### src/hdl/rsvm_pkg.sv
package rsvm_pkg;

	localparam int REGISTER_COUNT_DEF = 8;
	localparam int IP_INDEX_DEF       = 0;
	localparam int SP_INDEX_DEF       = 1;
	localparam int STACK_DEPTH_DEF    = 256;

	typedef enum logic [7:0] {
		OP_HALT = 8'd0, OP_PUSH = 8'd1, OP_PUSHI = 8'd2, OP_POP = 8'd3,
		OP_MOV = 8'd4, OP_MOVI = 8'd5, OP_ADD = 8'd6, OP_ADDI = 8'd7,
		OP_SUB = 8'd8, OP_SUBI = 8'd9, OP_MUL = 8'd10, OP_MULI = 8'd11,
		OP_DIV = 8'd12, OP_DIVI = 8'd13, OP_CMP = 8'd14, OP_CMPI = 8'd15,
		OP_JMP = 8'd16, OP_JE = 8'd17, OP_JNE = 8'd18, OP_JG = 8'd19,
		OP_JL = 8'd20, OP_JGE = 8'd21, OP_JLE = 8'd22
	} opcode_t;

	localparam logic [2:0] ST_OK       = 3'd0;
	localparam logic [2:0] ST_HALTED   = 3'd1;
	localparam logic [2:0] ST_BAD_OP   = 3'd2;
	localparam logic [2:0] ST_BAD_REG  = 3'd3;
	localparam logic [2:0] ST_DIV_ZERO = 3'd4;
	localparam logic [2:0] ST_STACK    = 3'd5;

	// ALU kinds for the two-operand group
	localparam logic [2:0] K_MOV = 3'd0;
	localparam logic [2:0] K_ADD = 3'd1;
	localparam logic [2:0] K_SUB = 3'd2;
	localparam logic [2:0] K_MUL = 3'd3;
	localparam logic [2:0] K_DIV = 3'd4;
	localparam logic [2:0] K_CMP = 3'd5;

	typedef struct packed {
		logic [7:0]         req_type;
		logic signed [63:0] operand_first;
		logic signed [63:0] operand_second;
	} req_t;

	typedef struct packed {
		logic signed [63:0] next_ip;
		logic [2:0]         status;
		logic               flag_equal;
		logic               flag_greater;
		logic               flag_less;
	} rsp_t;

	// controller -> datapath
	typedef struct packed {
		logic load;      // capture request, read operands
		logic decode;    // check, fetch stack, start long ops
		logic mul_step;  // advance multiplier
		logic div_step;  // advance divider
		logic commit;    // write back and build result
	} dp_cmd_t;

	// datapath -> controller
	typedef struct packed {
		logic need_mul;
		logic need_div;
		logic mul_done;
		logic div_done;
	} dp_stat_t;

endpackage

### src/hdl/rsvm_ctrl.sv
module rsvm_ctrl
	import rsvm_pkg::*;
(
	input  logic     clk,
	input  logic     arst_n,
	input  logic     in_valid,
	output logic     in_stall,
	output logic     out_valid,
	input  logic     out_stall,
	input  dp_stat_t stat,
	output dp_cmd_t  cmd
);
	typedef enum logic [2:0] {
		S_IDLE, S_DEC, S_MUL, S_DIV, S_COMMIT, S_OUT
	} state_t;

	state_t state_q;
	logic   ov_q;

	assign in_stall  = (state_q != S_IDLE);
	assign out_valid = ov_q;

	always_comb begin
		cmd = '0;
		cmd.load     = (state_q == S_IDLE) && in_valid;
		cmd.decode   = (state_q == S_DEC);
		cmd.mul_step = (state_q == S_MUL);
		cmd.div_step = (state_q == S_DIV);
		cmd.commit   = (state_q == S_COMMIT);
	end

	always_ff @(posedge clk or negedge arst_n) begin
		if (!arst_n) begin
			state_q <= S_IDLE;
			ov_q    <= 1'b0;
		end else begin
			case (state_q)
				S_IDLE:   if (in_valid) state_q <= S_DEC;
				S_DEC:    state_q <= S_MUL;
				S_MUL: begin
					// go on to divide or commit when not a multiply or once the multiply is done
					if (!stat.need_mul || stat.mul_done)
						state_q <= stat.need_div ? S_DIV : S_COMMIT;
				end
				S_DIV:    if (stat.div_done) state_q <= S_COMMIT;
				S_COMMIT: begin
					state_q <= S_OUT;
					ov_q    <= 1'b1;
				end
				S_OUT: begin
					if (!out_stall) begin
						ov_q    <= 1'b0;
						state_q <= S_IDLE;
					end
				end
				default:  state_q <= S_IDLE;
			endcase
		end
	end

endmodule

### config.mk
export PLATFORM = sky130hd
export DESIGN_NAME = rsvm_ctrl
export DESIGN_NICKNAME = d
export VERILOG_FILES = /design/src/hdl/rsvm_pkg.sv /design/src/hdl/rsvm_ctrl.sv
export SDC_FILE = /design/constraint.sdc
export NUM_CORES = 1
export LEC_CHECK = 0
export BUFFER_PORTS_ARGS = -buffer_cell sky130_fd_sc_hd__clkbuf_2
export CAP_MARGIN = 20
export CORE_AREA = 4 4 41 43
export CTS_BUF_LIST = sky130_fd_sc_hd__clkbuf_4 sky130_fd_sc_hd__clkbuf_8
export DETAILED_ROUTE_END_ITERATION = 8
export DIE_AREA = 0 0 45 47
export PLACE_DENSITY = 0.53
export SLEW_MARGIN = 20
export SYNTH_ARGS = -nofsm -noshare
export SYNTH_HDL_FRONTEND = slang
export SYNTH_SLANG_ARGS = --single-unit
### constraint.sdc
create_clock -name clk -period 2.4 [get_ports clk]
set_input_delay 0.12 -clock clk [delete_from_list [all_inputs] [get_ports clk]]
set_output_delay 0.12 -clock clk [all_outputs]
set_load 0.02 [all_outputs]
==> report_table.html <==
<table>
<tr><th>Metric</th><th>Value</th></tr>
<tr><th colspan="2">Status</th></tr>
<tr><td>Status</td><td>completed</td></tr>
<tr><th colspan="2">Final layout</th></tr>
<tr><td>Layout Nets</td><td>56</td></tr>
<tr><td>Antenna fix cells</td><td>0</td></tr>
<tr><td>Proportion of layout cells with a drive suffix above 1</td><td>between 30% and 40%</td></tr>
<tr><td>Fraction of the core area covered by cells at the end of the flow</td><td>28.9%</td></tr>
<tr><td>Commonest non-fill, non-tap cells in the layout</td><td>sky130_fd_sc_hd__clkbuf_2, sky130_fd_sc_hd__nor3b_1, sky130_fd_sc_hd__dfrtp_1, sky130_fd_sc_hd__o21ai_0, sky130_fd_sc_hd__clkbuf_4</td></tr>
<tr><td>Area added between synthesis and finish</td><td>32.0%</td></tr>
<tr><td>Most common library cell in the layout ignoring fill and taps</td><td>sky130_fd_sc_hd__clkbuf_2</td></tr>
<tr><th colspan="2">Clock network</th></tr>
<tr><td>TritonCTS clock tree</td><td>yes</td></tr>
<tr><td>Depth of the CTS H-tree</td><td>1</td></tr>
<tr><td>Total number of clock tree sinks</td><td>4</td></tr>
<tr><td>Number of buffers created by CTS</td><td>3</td></tr>
<tr><td>Maximum buffer depth of the clock tree</td><td>2</td></tr>
<tr><td>Latest clock arrival within the worst-skew pair</td><td>240 ps</td></tr>
<tr><td>Clock transition at path regs</td><td>approximately 40 ps</td></tr>
<tr><td>Clk Tree Root Cell</td><td>sky130_fd_sc_hd__clkbuf_4</td></tr>
<tr><th colspan="2">STA</th></tr>
<tr><td>Unrepaired setup endpoints after global routing</td><td>false</td></tr>
<tr><td>Transition time at the pin with the least slew margin</td><td>roughly 290 ps</td></tr>
<tr><td>Final critical delay including setup and external delays</td><td>1500 ps</td></tr>
<tr><td>Max_slew headroom</td><td>about four fifths</td></tr>
<tr><td>Max Slew Vio Count</td><td>0</td></tr>
<tr><td>Total of endpoints with negative setup slack in the final report</td><td>0</td></tr>
<tr><td>Maximum clock skew at final layout</td><td>approximately 0.25 ps</td></tr>
<tr><td>Crit share post-route</td><td>about 62%</td></tr>
<tr><td>Highest clock rate</td><td>roughly 0.67 GHz</td></tr>
<tr><td>Post-Route Setup TNS</td><td>0 ps</td></tr>
<tr><td>Final number of hold-violating endpoints</td><td>0</td></tr>
<tr><th colspan="2">Global routing</th></tr>
<tr><td>Overall fraction of global-route tracks in use</td><td>7.45%</td></tr>
<tr><td>GR Overflow Total</td><td>0</td></tr>
<tr><td>Grt met1 use</td><td>7.11%</td></tr>
<tr><td>Routing layer with the top usage in global route</td><td>met4</td></tr>
<tr><td>Met2 capacity usage during global routing</td><td>10.2%</td></tr>
<tr><td>Number of antenna violations at the first check in global routing</td><td>0</td></tr>
<tr><td>Global Route met3 Usage</td><td>roughly 3.4%</td></tr>
<tr><td>Pin count of the biggest net entering global routing</td><td>12</td></tr>
<tr><td>Number of global-route vias before repair</td><td>between 200 and 250</td></tr>
<tr><td>First-pass GRT wire length</td><td>~1000 um</td></tr>
<tr><th colspan="2">Die</th></tr>
<tr><td>Top-Level Pins</td><td>15</td></tr>
<tr><td>Initial core utilization</td><td>21.9%</td></tr>
<tr><td>Die Width</td><td>between 40 and 50 um</td></tr>
<tr><td>Core area</td><td>roughly 1300 um^2</td></tr>
<tr><td>Total die area</td><td>2120 um^2</td></tr>
<tr><td>Standard-cell rows</td><td>13</td></tr>
<tr><td>Vertical die dimension</td><td>between 40 and 50 um</td></tr>
<tr><th colspan="2">Worst setup path</th></tr>
<tr><td>WP data required</td><td>2280 ps</td></tr>
<tr><td>Highest cell delay on the worst timing path</td><td>between 400 and 500 ps</td></tr>
<tr><td>Critical path cell sequence</td><td>or2b_2, nor2_1, clkbuf_2</td></tr>
<tr><td>Element type at the critical path start</td><td>flip-flop</td></tr>
<tr><td>CP endpoint kind</td><td>primary output</td></tr>
<tr><td>Slowest CP cell</td><td>sky130_fd_sc_hd__dfrtp_1</td></tr>
<tr><td>Worst endpoint data arrival time</td><td>1380 ps</td></tr>
<tr><td>WS Path Type</td><td>reg -&gt; out</td></tr>
<tr><td>Top fanout value on the critical path</td><td>10</td></tr>
<tr><th colspan="2">Logic synthesis</th></tr>
<tr><td>Mapped Avg Cell Area</td><td>around 9.2 um^2</td></tr>
<tr><td>Synthesized flop and latch total</td><td>4</td></tr>
<tr><td>Count of synthesis-stage warnings from yosys</td><td>0</td></tr>
<tr><td>Mapped Cells</td><td>31</td></tr>
<tr><td>Syn_nets</td><td>39</td></tr>
<tr><td>Post-synth cell types</td><td>18</td></tr>
<tr><td>Synthesized area</td><td>~290 um^2</td></tr>
<tr><td>Fraction of the yosys area taken by sequential cells</td><td>a little over a third</td></tr>
<tr><th colspan="2">Placed design</th></tr>
<tr><td>Placer Congestion</td><td>a little under 0.7</td></tr>
<tr><td>Port-buffer cells</td><td>14</td></tr>
<tr><td>HPWL after detailed placement</td><td>517 um</td></tr>
<tr><th colspan="2">Route</th></tr>
<tr><td>Average via count per standard cell</td><td>4.59</td></tr>
<tr><td>Total iterations of the first detailed-routing run</td><td>2</td></tr>
<tr><td>Routed Antenna Nets</td><td>0</td></tr>
<tr><td>DRT iter0 DRCs</td><td>1</td></tr>
<tr><td>DRC Markers</td><td>0</td></tr>
<tr><td>Routed WL per cell</td><td>about 11 um</td></tr>
<tr><td>Via total after detailed routing</td><td>280</td></tr>
<tr><td>Wire length after detailed routing</td><td>659 um</td></tr>
<tr><th colspan="2">Power and ir drop</th></tr>
<tr><td>PwrDens</td><td>between 1000 and 1500 nW/um^2</td></tr>
<tr><td>Maximum vdd ir drop</td><td>roughly 0.45 mV</td></tr>
<tr><td>Leakage</td><td>roughly 0.00019 uW</td></tr>
<tr><th colspan="2">Hold path</th></tr>
<tr><td>Tightest Hold Check Type</td><td>in -&gt; reg</td></tr>
<tr><th colspan="2">Job</th></tr>
<tr><td>Max-cap viol count</td><td>0</td></tr>
</table>
[metal layers]
layer / vias up / wire (um)
li1: 140 / -
met1: 123 / 260
met2: 13 / 325
met3: 4 / 44
met4: 0 / 29
met5: - / 0
[report_power, final]
group | switching [uW] | leakage [uW] | total [uW] | internal, uW
Combinational | 130 | 0.000127 | 238 | 108
Clock | 28.7 | 0.0000138 | 84.7 | 56.0
Sequential | 60.1 | 0.0000484 | 161 | 101
[per-stage QoR]
step                hold WS (ps)  worst slack (ps)  std cells  total power, uW  cell area (um^2)
detailed placement         -67.5               998         57              402               344
CTS                          158               886         61              491               377
global route                 168               811         61              521               377
global placement           -68.3              1020         57              402               344
floorplan                   -176               936         31              361               285
finish                       157               902         61              483               377
[critical path: cells and delay by family (launching register included)]
| kind | cells | cell delay (ps) |
|---|---|---|
| buffers and inverters | 1 | 190 |
| DFF | 1 | 490 |
| and+or+nand+nor | 2 | 460 |
[registers in the layout, indices dropped and copies added, names as in the netlist]
| name | cells |
|---|---|
| out_valid | 1 |
| state_q | 3 |
[synthesized netlist by cell type]
| cell | count | area share (%) |
|---|---|---|
| sky130_fd_sc_hd__a31oi_1 | 1 | 2.2 |
| sky130_fd_sc_hd__and2_0 | 1 | 2.2 |
| sky130_fd_sc_hd__nor2_1 | 2 | 2.6 |
| sky130_fd_sc_hd__and3b_1 | 2 | 6.1 |
| sky130_fd_sc_hd__nor2b_1 | 1 | 2.2 |
| sky130_fd_sc_hd__buf_4 | 1 | 2.6 |
| sky130_fd_sc_hd__or3_1 | 1 | 2.2 |
| sky130_fd_sc_hd__nor3_1 | 1 | 1.8 |
| sky130_fd_sc_hd__buf_6 | 2 | 7.9 |
| sky130_fd_sc_hd__or4_1 | 1 | 2.6 |
| sky130_fd_sc_hd__o31a_1 | 1 | 3.1 |
| sky130_fd_sc_hd__dfrtp_1 | 4 | 35 |
| sky130_fd_sc_hd__o21ai_0 | 3 | 5.3 |
| sky130_fd_sc_hd__nor3b_1 | 4 | 11 |
| sky130_fd_sc_hd__inv_1 | 2 | 2.6 |
| sky130_fd_sc_hd__or2b_2 | 1 | 3.1 |
| sky130_fd_sc_hd__o31ai_1 | 1 | 2.6 |
| sky130_fd_sc_hd__o21a_1 | 2 | 5.3 |
[final cells by class]
class                           instances  area [um^2]
Clock buffer                            3         22.5
Fill cell                             147          925
Inverter                                2         7.51
Multi-Input combinational cell         22          148
Sequential cell                         4          100
Tap cell                               15         18.8
Timing Repair Buffer                   15         80.1
[kinds of logic after synthesis]
logic type             Yosys count  synth area share (%)
AND/OR/NAND/NOR                 14                  33.3
AO/OA/AOI/OAI                    8                  18.4
buffers and inverters            5                  13.2
flip-flops                       4                  35.1
[final timing paths]
kind / endpoint / cells after the start / slack [ps] / from
min reg2reg: out_valid / 2 / 520 / out_valid
min: out_valid / 3 / 160 / out_stall
max reg2reg: state_q[2] / 3 / 1000 / state_q[1]
max: cmd[0] / 3 / 900 / state_q[2]
min in group asynchronous: state_q[2] / 2 / 230 / arst_n
max in group asynchronous: state_q[1] / 2 / 2050 / arst_n
[what timing repair did]
item,4_1_cts,5_1_grt
setup endpoints to repair,0,0
hold endpoints to repair,4,0
gates resized for setup,0,0
hold buffers,1,0
buffers inserted,0,0
No activity file was read; power rests on OpenSTA's default activity.
